`src/hw/rtl/pbg_pkg.sv`:
```
// Shared types, widths and register codes for the pointer ballistics gain block.
// No dependencies; every other file in hw/rtl but pbg_checker imports this package.
package pbg_pkg;

  localparam int CW        = 16;  // mouse count width
  localparam int OFB       = 8;   // output fraction bits
  localparam int GAIN_FRAC = 16;

  localparam int MUL_W = 7;
  localparam int DIV_W = 16;
  localparam int STR_W = 9;
  localparam int PT_W  = 16;

  // Speed root, Q.8
  localparam int RT_W   = CW + 9;
  localparam int RT_PER = 5;
  localparam int RT_STG = (RT_W + RT_PER - 1) / RT_PER;

  // Scaled speed, Q.16
  localparam int XIN_W   = 32;
  localparam int XN_W    = RT_W + MUL_W + 11;
  localparam int DIV_PER = 4;
  localparam int XD_STG  = (XIN_W + DIV_PER - 1) / DIV_PER;

  // Curve interpolation
  localparam int XS_W   = PT_W + 8;
  localparam int NUM_W  = PT_W + XIN_W;
  localparam int CQ_W   = NUM_W - 8;
  localparam int CD_STG = (CQ_W + DIV_PER - 1) / DIV_PER;
  localparam int YQ_W   = CQ_W + 2;
  localparam int MAG_W  = CQ_W + 1;

  // Curve gain
  localparam int P_W    = MAG_W + PT_W + MUL_W;
  localparam int D_W    = PT_W + XIN_W;
  localparam int CG_SH  = 19;
  localparam int GQ_W   = 29;
  localparam int GD_STG = (GQ_W + DIV_PER - 1) / DIV_PER;
  localparam int CG_W   = GQ_W + 1;
  localparam int GAIN_W = 33;
  localparam int OUT_W  = 32;

  // Configuration register index codes
  localparam int RIDX_W = 3;
  localparam logic [RIDX_W-1:0] REG_ENABLE   = 3'd0;
  localparam logic [RIDX_W-1:0] REG_MULT     = 3'd1;
  localparam logic [RIDX_W-1:0] REG_DIVISOR  = 3'd2;
  localparam logic [RIDX_W-1:0] REG_STRENGTH = 3'd3;
  localparam logic [RIDX_W-1:0] REG_XPTS     = 3'd4;
  localparam logic [RIDX_W-1:0] REG_YPTS     = 3'd5;
  localparam logic [RIDX_W-1:0] REG_YORG     = 3'd6;

  typedef struct packed {
    logic signed [CW-1:0] dx;
    logic signed [CW-1:0] dy;
  } pbg_side_t;

  typedef struct packed {
    logic             enable;
    logic [MUL_W-1:0] mult;
    logic [DIV_W-1:0] divisor;
    logic [STR_W-1:0] strength;
    logic [63:0]      xpts;
    logic [63:0]      ypts;
    logic [PT_W-1:0]  yorg;
  } pbg_cfg_t;

  function automatic logic [MUL_W-1:0] eff_mult(input pbg_cfg_t c);
    return (c.mult == '0) ? MUL_W'(1) : c.mult;
  endfunction

  function automatic logic [DIV_W-1:0] eff_div(input pbg_cfg_t c);
    return (c.divisor == '0) ? DIV_W'(1) : c.divisor;
  endfunction

endpackage

```
`src/hw/rtl/pbg_root.sv`:
```
// Report speed: squares the counts and takes the Q.8 square root digit by digit.
// Depends on pbg_pkg.
module pbg_root import pbg_pkg::*; (
  input  logic              clk,
  input  logic              rst_n,
  input  logic              adv,
  input  logic              i_valid,
  input  pbg_side_t         i_side,
  output logic              o_valid,
  output pbg_side_t         o_side,
  output logic [RT_W-1:0]   o_root
);
  localparam int RAD_W = 2 * RT_W;
  localparam int REM_W = RT_W + 3;
  localparam int NSTG  = RT_STG + 1;

  logic [NSTG-1:0]   v_r;
  pbg_side_t         side_r [NSTG];
  logic [RAD_W-1:0]  rad_r  [NSTG];
  logic [REM_W-1:0]  rem_r  [NSTG];
  logic [RT_W-1:0]   root_r [NSTG];

  logic [CW-1:0]     ax, ay;
  logic [2*CW:0]     sq;

  always_comb begin
    ax = i_side.dx[CW-1] ? CW'(-i_side.dx) : CW'(i_side.dx);
    ay = i_side.dy[CW-1] ? CW'(-i_side.dy) : CW'(i_side.dy);
    sq = ((2*CW+1)'(ax) * (2*CW+1)'(ax)) + ((2*CW+1)'(ay) * (2*CW+1)'(ay));
  end

  always_ff @(posedge clk) begin
    if (!rst_n) begin
      v_r <= '0;
    end else if (adv) begin
      v_r <= {v_r[NSTG-2:0], i_valid};
    end
  end

  always_ff @(posedge clk) begin
    if (adv) begin
      side_r[0] <= i_side;
      rad_r[0]  <= RAD_W'({sq, 16'b0});
      rem_r[0]  <= '0;
      root_r[0] <= '0;
    end
  end

  for (genvar s = 0; s < RT_STG; s++) begin : g_st
    logic [RAD_W-1:0] rad;
    logic [REM_W-1:0] rem, tv;
    logic [RT_W-1:0]  rt;

    always_comb begin
      rad = rad_r[s];
      rem = rem_r[s];
      rt  = root_r[s];
      tv  = '0;
      for (int k = 0; k < RT_PER; k++) begin
        if (s * RT_PER + k < RT_W) begin
          rem = {rem[REM_W-3:0], rad[RAD_W-1 -: 2]};
          rad = {rad[RAD_W-3:0], 2'b00};
          tv  = REM_W'({rt, 2'b01});
          if (rem >= tv) begin
            rem = rem - tv;
            rt  = {rt[RT_W-2:0], 1'b1};
          end else begin
            rt  = {rt[RT_W-2:0], 1'b0};
          end
        end
      end
    end

    always_ff @(posedge clk) begin
      if (adv) begin
        side_r[s+1] <= side_r[s];
        rad_r[s+1]  <= rad;
        rem_r[s+1]  <= rem;
        root_r[s+1] <= rt;
      end
    end
  end

  assign o_valid = v_r[NSTG-1];
  assign o_side  = side_r[NSTG-1];
  assign o_root  = root_r[NSTG-1];

endmodule

```
`config.mk`:
```
export PLATFORM = sky130hd
export DESIGN_NAME = pbg_root
export DESIGN_NICKNAME = d
export VERILOG_FILES = /design/src/hw/rtl/pbg_pkg.sv /design/src/hw/rtl/pbg_root.sv
export SDC_FILE = /design/constraint.sdc
export NUM_CORES = 2
export LEC_CHECK = 0
export BUFFER_PORTS_ARGS = -buffer_cell sky130_fd_sc_hd__buf_2
export CAP_MARGIN = 20
export CORE_ASPECT_RATIO = 1.75
export CORE_MARGIN = 2
export CORE_UTILIZATION = 50
export DETAILED_ROUTE_END_ITERATION = 10
export GPL_ROUTABILITY_DRIVEN = 0
export PLACE_DENSITY = 0.66
export SYNTH_ARGS = -nofsm -noshare
export SYNTH_HDL_FRONTEND = slang
export SYNTH_SLANG_ARGS = --single-unit
```
`constraint.sdc`:
```
create_clock -name clk -period 42.5 [get_ports clk]
set_clock_uncertainty 0.15 [all_clocks]
set_input_delay 2.125 -clock clk [delete_from_list [all_inputs] [get_ports clk]]
set_output_delay 2.125 -clock clk [all_outputs]
set_load 0.01 [all_outputs]
```
==> metrics.csv <==
stage,metric,value,unit
placement,Final HPWL DP,121000,um
timing,Setup Total Neg Slack,0,ns
synthesis,Cells after Synth,5697,
worst_setup_path,crit path max-delay cell type,o31ai_1,
timing,fmax,51.7,MHz
hold_path,hold crit path type,register to register,
final_layout,fin cells,7184,
timing,Least-Margin Pin Slew,1.23,ns
global_routing,met1 Usage GRT,0.262,
clock_network,hold buffers post-CTS,0,
floorplanning,io pins,94,
worst_setup_path,CP peak stage delay,0.64,ns
floorplanning,Die Area,0.108,mm^2
synthesis,register area share after synthesis,0.256,
synthesis,ys async rst share,0,
placement,area post-placement,0.0548,mm^2
clock_network,Post-CTS Setup Bufs,0,
timing,worst rel slew slack,0.174,
global_routing,largest net degree at the start of global routing,114,
timing,unrepaired setup endpoints after global routing,false,
clock_network,worst-skew pair later-pin latency,0.63,ns
synthesis,"Distinct cells, synth",127,
clock_network,htree depth,2,
final_layout,FILL cells,9658,
synthesis,synthesized flop and latch total,451,
route,Detailed Route WL,149000,um
clock_network,Clock transition at path regs,0.08,ns
route,DR vias/cell,5.89,
global_routing,routing usage on met2,0.542,
synthesis,YS warnings,0,
timing,worst setup margin,23.17,ns
global_routing,global-route wire length before repair,232000,um
route,First DRT Iteration DRCs,2727,
global_routing,grt peak-use layer,met2,
global_routing,"Remaining Overflow, GRT",0,
synthesis,syn_area_per_cell,9.25,um^2
final_layout,post-route cell area,0.0564,mm^2
final_layout,area grow syn2layout,7.10,%
synthesis,Synth Cell Area,0.0527,mm^2
final_layout,Layout Nets,6743,
timing,final max-slew violation count,0,
final_layout,most frequent cells in the layout,"inv_1, nor2_1, ha_1",
synthesis,count of flip-flops with a built-in enable after synthesis,445,
clock_network,CTS Buf Count,47,
route,ANT nets after route,0,
placement,placed cell count,7091,
worst_setup_path,"critical path fanouts, max",34,
floorplanning,Rows,157,
synthesis,ys flop type,edfxtp_1,
global_routing,vias in the first global route,43200,
clock_network,root buffer cell,clkbuf_16,
worst_setup_path,Most common cell on crit path,a21oi_1,
route,routed len/inst,20.7,um
worst_setup_path,Crit path required time,42.72,ns
global_routing,GRT Total Usage,0.274,
floorplanning,Die H,433,um
clock_network,clk sink count,451,
placement,pre-CTS setup slack,23.57,ns
placement,I/O Buffers,93,
route,Pre-antenna DRT Iters,8,
route,Vias,42300,
floorplanning,starting density of the core,0.504,
final_layout,layout cells sized above 1,0.0698,
floorplanning,chip width,249,um
global_routing,grt met3 use,0.0277,
clock_network,Clock Tree Buf Depth,3,
clock_network,CTS tree,yes,
timing,Final Hold Fails,0,
timing,min cycle time layout,19.33,ns
clock_network,CTS resizes,0,
final_layout,"commonest non-fill, non-tap cell in the layout",inv_1,
timing,final setup vio count,0,
worst_setup_path,Critical Path Start Type,register,
floorplanning,core footprint,0.105,mm^2
worst_setup_path,Critical Path AT,19.54,ns
global_routing,initial antenna violation count,9,
route,# DRC,0,
run_status,status,finished clean,
worst_setup_path,endpoint class of the critical path,register,
job,Max-Cap Viols,0,
timing,Final period util,0.455,
worst_setup_path,CP Class,register to register,
final timing paths:
check | startpoint | endpoint | slack, ns | cells past startpoint
hold / removal | side_r[1][2]$_DFFE_PP_ | side_r[2][2]$_DFFE_PP_ | 0.24 | 0
setup reg to reg | root_r[3][0]$_DFFE_PP_ | rem_r[4][5]$_DFFE_PP_ | 23.17 | 82
setup / recovery | root_r[3][0]$_DFFE_PP_ | rem_r[4][5]$_DFFE_PP_ | 23.17 | 82
hold reg to reg | side_r[1][2]$_DFFE_PP_ | side_r[2][2]$_DFFE_PP_ | 0.24 | 0
metrics by stage:
step	hold WS [ns]	utilization
finish	0.243	0.540
global route	0.252	0.540
CTS	0.242	0.539
detailed placement	0.255	0.524
global placement	0.250	0.524
floorplan	0.250	-
Yosys cell counts, drive strengths merged, types with 71 or more instances:
| cell type | instances | area (um^2) |
|---|---|---|
| edfxtp | 445 | 13400 |
| nand2 | 430 | 1610 |
| o21bai | 71 | 544 |
| fa | 392 | 7850 |
| inv | 723 | 2710 |
| xor2 | 145 | 1280 |
| xnor2 | 285 | 2500 |
| nor2 | 550 | 2070 |
| a21oi | 380 | 1910 |
| a21o | 121 | 908 |
| o21ai | 241 | 1210 |
| nand3 | 125 | 653 |
| clkbuf | 82 | 308 |
| ha | 523 | 6540 |
| nor3 | 121 | 636 |
layer usage:
layer / up-vias / share of wire
met5: - / 0.00035
met4: 8 / 0.080
met3: 547 / 0.036
met2: 1146 / 0.55
met1: 20500 / 0.34
li1: 20100 / -
worst max-delay path: cells and delay by family (launching register included):
kind | cells | cell delay, ns
adder cells (fa/ha/maj) | 6 | 1.80
multiplexers | 2 | 0.44
buffers and inverters | 12 | 3.17
flip-flops | 1 | 0.38
AND/OR/NAND/NOR | 15 | 3.28
XOR/XNOR | 1 | 0.21
AO/OA/AOI/OAI | 46 | 9.60
layout make-up:
type	count	area (um^2)	share of cell area
Multi-Input combinational cell	4421	36100	0.639
Inverter	734	2760	0.0489
Tap cell	1351	1690	0.0300
Antenna cell	3	7.51	0.000133
Clock inverter	32	340	0.00603
Timing Repair Buffer	137	828	0.0147
Sequential cell	451	13500	0.239
Clock buffer	55	1260	0.0223
sequential cells by signal, summed over array words and instances (netlist names):
register / flops
root_r: 75
side_r: 192
rem_r: 103
rad_r: 75
v_r: 6
cells by family after synthesis:
| kind of cell | Yosys count | synth area share |
|---|---|---|
| AND/OR/NAND/NOR | 1706 | 0.160 |
| AO/OA/AOI/OAI | 1248 | 0.157 |
| adder cells (fa/ha/maj) | 915 | 0.273 |
| buffers and inverters | 849 | 0.0618 |
| flip-flops | 451 | 0.256 |
| XOR/XNOR | 430 | 0.0716 |
| multiplexers | 96 | 0.0198 |
| other | 2 | 0.000143 |
Power is not shown: default switching activity piles up to over one toggle a cycle in this logic, so the estimate is an artifact.
