==> src/hw/rtl/pbg_pkg.sv <==
// Shared types, widths and register codes for the pointer ballistics gain block.
// No dependencies; every other file in hw/rtl but pbg_checker imports this package.
package pbg_pkg;

  localparam int CW        = 16;  // mouse count width
  localparam int OFB       = 8;   // output fraction bits
  localparam int GAIN_FRAC = 16;

  localparam int MUL_W = 7;
  localparam int DIV_W = 16;
  localparam int STR_W = 9;
  localparam int PT_W  = 16;

  // Speed root, Q.8
  localparam int RT_W   = CW + 9;
  localparam int RT_PER = 5;
  localparam int RT_STG = (RT_W + RT_PER - 1) / RT_PER;

  // Scaled speed, Q.16
  localparam int XIN_W   = 32;
  localparam int XN_W    = RT_W + MUL_W + 11;
  localparam int DIV_PER = 4;
  localparam int XD_STG  = (XIN_W + DIV_PER - 1) / DIV_PER;

  // Curve interpolation
  localparam int XS_W   = PT_W + 8;
  localparam int NUM_W  = PT_W + XIN_W;
  localparam int CQ_W   = NUM_W - 8;
  localparam int CD_STG = (CQ_W + DIV_PER - 1) / DIV_PER;
  localparam int YQ_W   = CQ_W + 2;
  localparam int MAG_W  = CQ_W + 1;

  // Curve gain
  localparam int P_W    = MAG_W + PT_W + MUL_W;
  localparam int D_W    = PT_W + XIN_W;
  localparam int CG_SH  = 19;
  localparam int GQ_W   = 29;
  localparam int GD_STG = (GQ_W + DIV_PER - 1) / DIV_PER;
  localparam int CG_W   = GQ_W + 1;
  localparam int GAIN_W = 33;
  localparam int OUT_W  = 32;

  // Configuration register index codes
  localparam int RIDX_W = 3;
  localparam logic [RIDX_W-1:0] REG_ENABLE   = 3'd0;
  localparam logic [RIDX_W-1:0] REG_MULT     = 3'd1;
  localparam logic [RIDX_W-1:0] REG_DIVISOR  = 3'd2;
  localparam logic [RIDX_W-1:0] REG_STRENGTH = 3'd3;
  localparam logic [RIDX_W-1:0] REG_XPTS     = 3'd4;
  localparam logic [RIDX_W-1:0] REG_YPTS     = 3'd5;
  localparam logic [RIDX_W-1:0] REG_YORG     = 3'd6;

  typedef struct packed {
    logic signed [CW-1:0] dx;
    logic signed [CW-1:0] dy;
  } pbg_side_t;

  typedef struct packed {
    logic             enable;
    logic [MUL_W-1:0] mult;
    logic [DIV_W-1:0] divisor;
    logic [STR_W-1:0] strength;
    logic [63:0]      xpts;
    logic [63:0]      ypts;
    logic [PT_W-1:0]  yorg;
  } pbg_cfg_t;

  function automatic logic [MUL_W-1:0] eff_mult(input pbg_cfg_t c);
    return (c.mult == '0) ? MUL_W'(1) : c.mult;
  endfunction

  function automatic logic [DIV_W-1:0] eff_div(input pbg_cfg_t c);
    return (c.divisor == '0) ? DIV_W'(1) : c.divisor;
  endfunction

endpackage

==> src/hw/rtl/pbg_scale.sv <==
// Curve input: speed * multiplier * 2048 / divisor, saturated to 32 bits.
// Depends on pbg_pkg; restoring divider, DIV_PER quotient bits per stage.
module pbg_scale import pbg_pkg::*; (
  input  logic              clk,
  input  logic              rst_n,
  input  logic              adv,
  input  pbg_cfg_t          cfg,
  input  logic              i_valid,
  input  pbg_side_t         i_side,
  input  logic [RT_W-1:0]   i_root,
  output logic              o_valid,
  output pbg_side_t         o_side,
  output logic [XIN_W-1:0]  o_xin
);
  localparam int NSTG = XD_STG + 1;
  localparam int HI_W = XN_W - XIN_W;
  localparam int RM_W = DIV_W + 1;

  logic [NSTG-1:0]   v_r;
  pbg_side_t         side_r [NSTG];
  logic              sat_r  [NSTG];
  logic [RM_W-1:0]   rem_r  [NSTG];
  logic [XIN_W-1:0]  lo_r   [NSTG];

  logic [DIV_W-1:0]        d;
  logic [MUL_W-1:0]        m;
  logic [RT_W+MUL_W-1:0]   p;
  logic [XN_W-1:0]         n;
  logic [HI_W-1:0]         hi;
  logic                    sat0;

  always_comb begin
    d    = eff_div(cfg);
    m    = eff_mult(cfg);
    p    = (RT_W+MUL_W)'(i_root) * (RT_W+MUL_W)'(m);
    n    = {p, 11'b0};
    hi   = n[XN_W-1:XIN_W];
    sat0 = (32'(hi) >= 32'(d));
  end

  always_ff @(posedge clk) begin
    if (!rst_n) begin
      v_r <= '0;
    end else if (adv) begin
      v_r <= {v_r[NSTG-2:0], i_valid};
    end
  end

  always_ff @(posedge clk) begin
    if (adv) begin
      side_r[0] <= i_side;
      sat_r[0]  <= sat0;
      rem_r[0]  <= sat0 ? '0 : RM_W'(hi);
      lo_r[0]   <= n[XIN_W-1:0];
    end
  end

  for (genvar s = 0; s < XD_STG; s++) begin : g_st
    logic [RM_W-1:0]  rem;
    logic [XIN_W-1:0] lo;

    always_comb begin
      rem = rem_r[s];
      lo  = lo_r[s];
      for (int k = 0; k < DIV_PER; k++) begin
        if (s * DIV_PER + k < XIN_W) begin
          rem = {rem[RM_W-2:0], lo[XIN_W-1]};
          lo  = {lo[XIN_W-2:0], 1'b0};
          if (rem >= {1'b0, d}) begin
            rem   = rem - {1'b0, d};
            lo[0] = 1'b1;
          end
        end
      end
    end

    always_ff @(posedge clk) begin
      if (adv) begin
        side_r[s+1] <= side_r[s];
        sat_r[s+1]  <= sat_r[s];
        rem_r[s+1]  <= rem;
        lo_r[s+1]   <= lo;
      end
    end
  end

  assign o_valid = v_r[NSTG-1];
  assign o_side  = side_r[NSTG-1];
  assign o_xin   = sat_r[NSTG-1] ? '1 : lo_r[NSTG-1];

endmodule

==> config.mk <==
export PLATFORM = sky130hd
export DESIGN_NAME = pbg_scale
export DESIGN_NICKNAME = d
export VERILOG_FILES = /design/src/hw/rtl/pbg_pkg.sv /design/src/hw/rtl/pbg_scale.sv
export SDC_FILE = /design/constraint.sdc
export NUM_CORES = 2
export LEC_CHECK = 0
export ABC_AREA = 1
export BUFFER_PORTS_ARGS = -buffer_cell sky130_fd_sc_hd__buf_2
export CAP_MARGIN = 30
export CORE_MARGIN = 5
export CORE_UTILIZATION = 47
export CTS_BUF_LIST = sky130_fd_sc_hd__clkbuf_4 sky130_fd_sc_hd__clkbuf_8 sky130_fd_sc_hd__clkbuf_16
export DETAILED_ROUTE_END_ITERATION = 6
export GPL_TIMING_DRIVEN = 1
export SYNTH_ARGS = -nofsm -noshare
export SYNTH_HDL_FRONTEND = slang
export SYNTH_SLANG_ARGS = --single-unit
==> constraint.sdc <==
create_clock -name clk -period 21.8 [get_ports clk]
set_clock_uncertainty 0.15 [all_clocks]
set_input_delay 0 -clock clk [delete_from_list [all_inputs] [get_ports clk]]
set_output_delay 0 -clock clk [all_outputs]
set_load 0.1 [all_outputs]
==> flow_metrics.py <==
metrics = {
    "synthesis": {
        "synth-xor-area-share_pct": 6.71,
        "netlist_area_sq_um": 53800,
        "synth_top_family_by_area": "simple AND/OR/NAND/NOR gates",
        "yosysTopAreaCellShare_pct": 35.2,
        "ys_ff_latch": 639,
        "synth_fa_ha_area_share_pct": 18.2,
        "yosys.area.top_type": "edfxtp_1",
        "synth-simple-area-share_pct": 21.2,
        "muxShareOfSynthArea_pct": 0,
        "syn_area_per_cell_sq_um": 8.35,
        "synth_seq_area_share_pct": 35.5,
        "synth_cells": 6435,
        "synth_enable_flop_cells": 630,
        "yosys_warnings": 0,
        "synth_compound_area_share_pct": 11.9,
        "synth_commonest_cells": "nand2_1 (1795), inv_1 (665), edfxtp_1 (630), ha_1 (561), a21oi_1 (442)",
        "synthArstFlopShare_pct": 0,
        "synth.area.top_cells": "edfxtp_1 (35%), ha_1 (13%), nand2_1 (13%)",
        "yosysUniqueCellTypes": 63,
        "yosysMostFrequentCell": "nand2_1",
        "ys.flop_type": "edfxtp_1",
        "syn_nets": 7372,
    },
    "critical_path": {
        "worst_path_max_delay_cell": "inv_1",
        "cp_slowest_stage_delay_ns": 0.68,
        "crit_required_ns": 22.13,
        "start_kind": "input port",
        "path_common_cell": "nand2_1",
        "path_class": "input port to register",
        "rr_worst_depth": 50,
        "crit_arrival_ns": 11.17,
        "cp_max_fo": 27,
        "end_kind": "register",
    },
    "drt": {
        "vias": 43700,
        "drt_wl_total_microns": 136000,
        "drt_iter0_drc": 2976,
        "drc_errors": 2,
        "wire_per_inst_microns": 16.6,
        "detail-route-antenna-nets": 0,
        "dr.pass1.iters": 7,
        "vias_per_cell": 5.32,
    },
    "cts": {
        "root_buffer": "clkbuf_16",
        "clkTransAtPathRegs_ns": 0.06,
        "clk_latency_ns": 0.67,
        "numCtsBuffers": 74,
        "cts_buffer_depth": 3,
        "cts_sinks": 639,
        "cts_setup_buffers": 0,
        "ctsResizeCount": 0,
        "tritoncts": "yes",
        "hold_buffers": 82,
        "htree_levels": 3,
    },
    "timing": {
        "slew_viol_final": 0,
        "finalCritPeriodShare_pct": 49.7,
        "tns_ns": 0,
        "maxSlewHeadroom_pct": 37.7,
        "layout_min_cycle_time_ns": 10.83,
        "tightest_slew_ns": 0.934,
        "layout_setup_ws_ns": 10.97,
        "rsz0062_at_grt": "no",
        "setup_viol": 0,
        "hold_ws_ns": 0.0899,
        "hold_violations": 0,
        "max_freq_ghz": 0.0923,
    },
    "floorplanning": {
        "start_util_pct": 47.1,
        "ios": 303,
        "row_count": 124,
        "coreArea_sq_um": 114000,
        "die_x_microns": 348,
        "die-area_sq_um": 121000,
        "chipHeight_microns": 348,
    },
    "placed_design": {
        "dpl.cell_count": 7996,
        "routabilityCongestion": 0.918,
        "port_buffers": 148,
        "place_hpwl_microns": 101000,
        "preCtsSetupSlack_ns": 10.98,
    },
    "layout": {
        "ff_latch_area_sq_um": 19100,
        "final_nets": 7579,
        "drive_above_1_share_pct": 7.43,
        "num-fill-cells": 10700,
        "areaGrowthSynthToFinish_pct": 10.1,
        "multi_input_area_sq_um": 31200,
        "stdcell_count": 8213,
    },
    "global_route": {
        "grt_pass1_vias": 41000,
        "grt_pass1_wl_microns": 216000,
        "groute.usage.overall_pct": 21.8,
        "gr-total-overflow": 0,
        "antenna_found_initial": 4,
        "grt_max_degree": 81,
    },
    "status": {
        "failed_checks": "DRC",
        "outcome": "finished with violations",
    },
    "flow_run": {
        "maxCapViolations": 0,
    },
    "min_path": {
        "hp-class": "input port to register",
        "holdPathStages": 4,
    },
}
path summary, 6_finish.rpt:
path	start	to	slack (ns)
worst max-delay path	cfg[167]	rem_r[0][23]	10.97
worst max register to register	rem_r[0][9]	rem_r[0][23]	11.17
worst min-delay path	cfg[170]	lo_r[0][12]	0.09
worst min register to register	lo_r[0][192]	lo_r[0][228]	0.25
state kept, by name (all words and copies together), names as in the netlist:
name	count
side_r	288
lo_r	210
v_r	9
sat_r	9
rem_r	123
per-stage QoR:
step                utilization (%)  cell area (sq um)
floorplan                         -              53800
global placement               49.0              55800
finish                         51.9              59200
detailed placement             49.0              55900
global route                   51.9              59200
CTS                            51.9              59200
cells in the final DEF (no fill, tap or decap), types with 20 or more instances in the layout:
cell type	count
nor4_1	20
o21a_1	20
xnor2_1	187
xor2_1	225
a21o_1	48
nand3_1	317
inv_1	650
nor2_1	335
ha_1	561
nor3_1	47
a21boi_0	28
o21bai_1	28
inv_2	31
o21ai_1	91
nand4_1	50
buf_4	39
a31oi_1	44
o21ai_0	363
a21oi_1	442
dlygate4sd3_1	82
fa_1	138
edfxtp_1	630
nand2_1	1795
buf_2	147
clkbuf_16	74
or2_2	56
metal layers:
metal | up-vias | share of wire [%] | GRT usage, %
li1 | 22200 | - | -
met1 | 20400 | 47 | 30.7
met2 | 951 | 46 | 36.4
met3 | 182 | 4.6 | 2.32
met4 | 4 | 2.2 | 5.25
met5 | - | 0.019 | 0
kinds of logic (layout without fill, tap and decap cells):
kind of cell | count (synthesis) | count (layout)
XOR/XNOR | 412 | 412
buffers and inverters | 829 | 1094
other | 0 | 1
flip-flops | 639 | 639
AND/OR/NAND/NOR | 2711 | 2711
adder cells (fa/ha/maj) | 699 | 699
AO/OA/AOI/OAI | 1145 | 1145
worst max-delay path, delay by kind of cell:
family,cells,cell delay (ns)
fa+ha+maj,4,1.32
compound gates,16,3.12
buf+inv,7,2.82
simple gates,28,3.86
cell type report:
| type | instances | area share, % |
|---|---|---|
| Multi-Input combinational cell | 4967 | 52.7 |
| Timing Repair Buffer | 273 | 3.31 |
| Inverter | 687 | 4.37 |
| Clock inverter | 50 | 0.917 |
| Sequential cell | 639 | 32.3 |
| Clock buffer | 84 | 3.26 |
| Tap cell | 1512 | 3.20 |
| Antenna cell | 1 | 0.00423 |
Power is not shown: default switching activity piles up to over one toggle a cycle in this logic, so the estimate is an artifact.
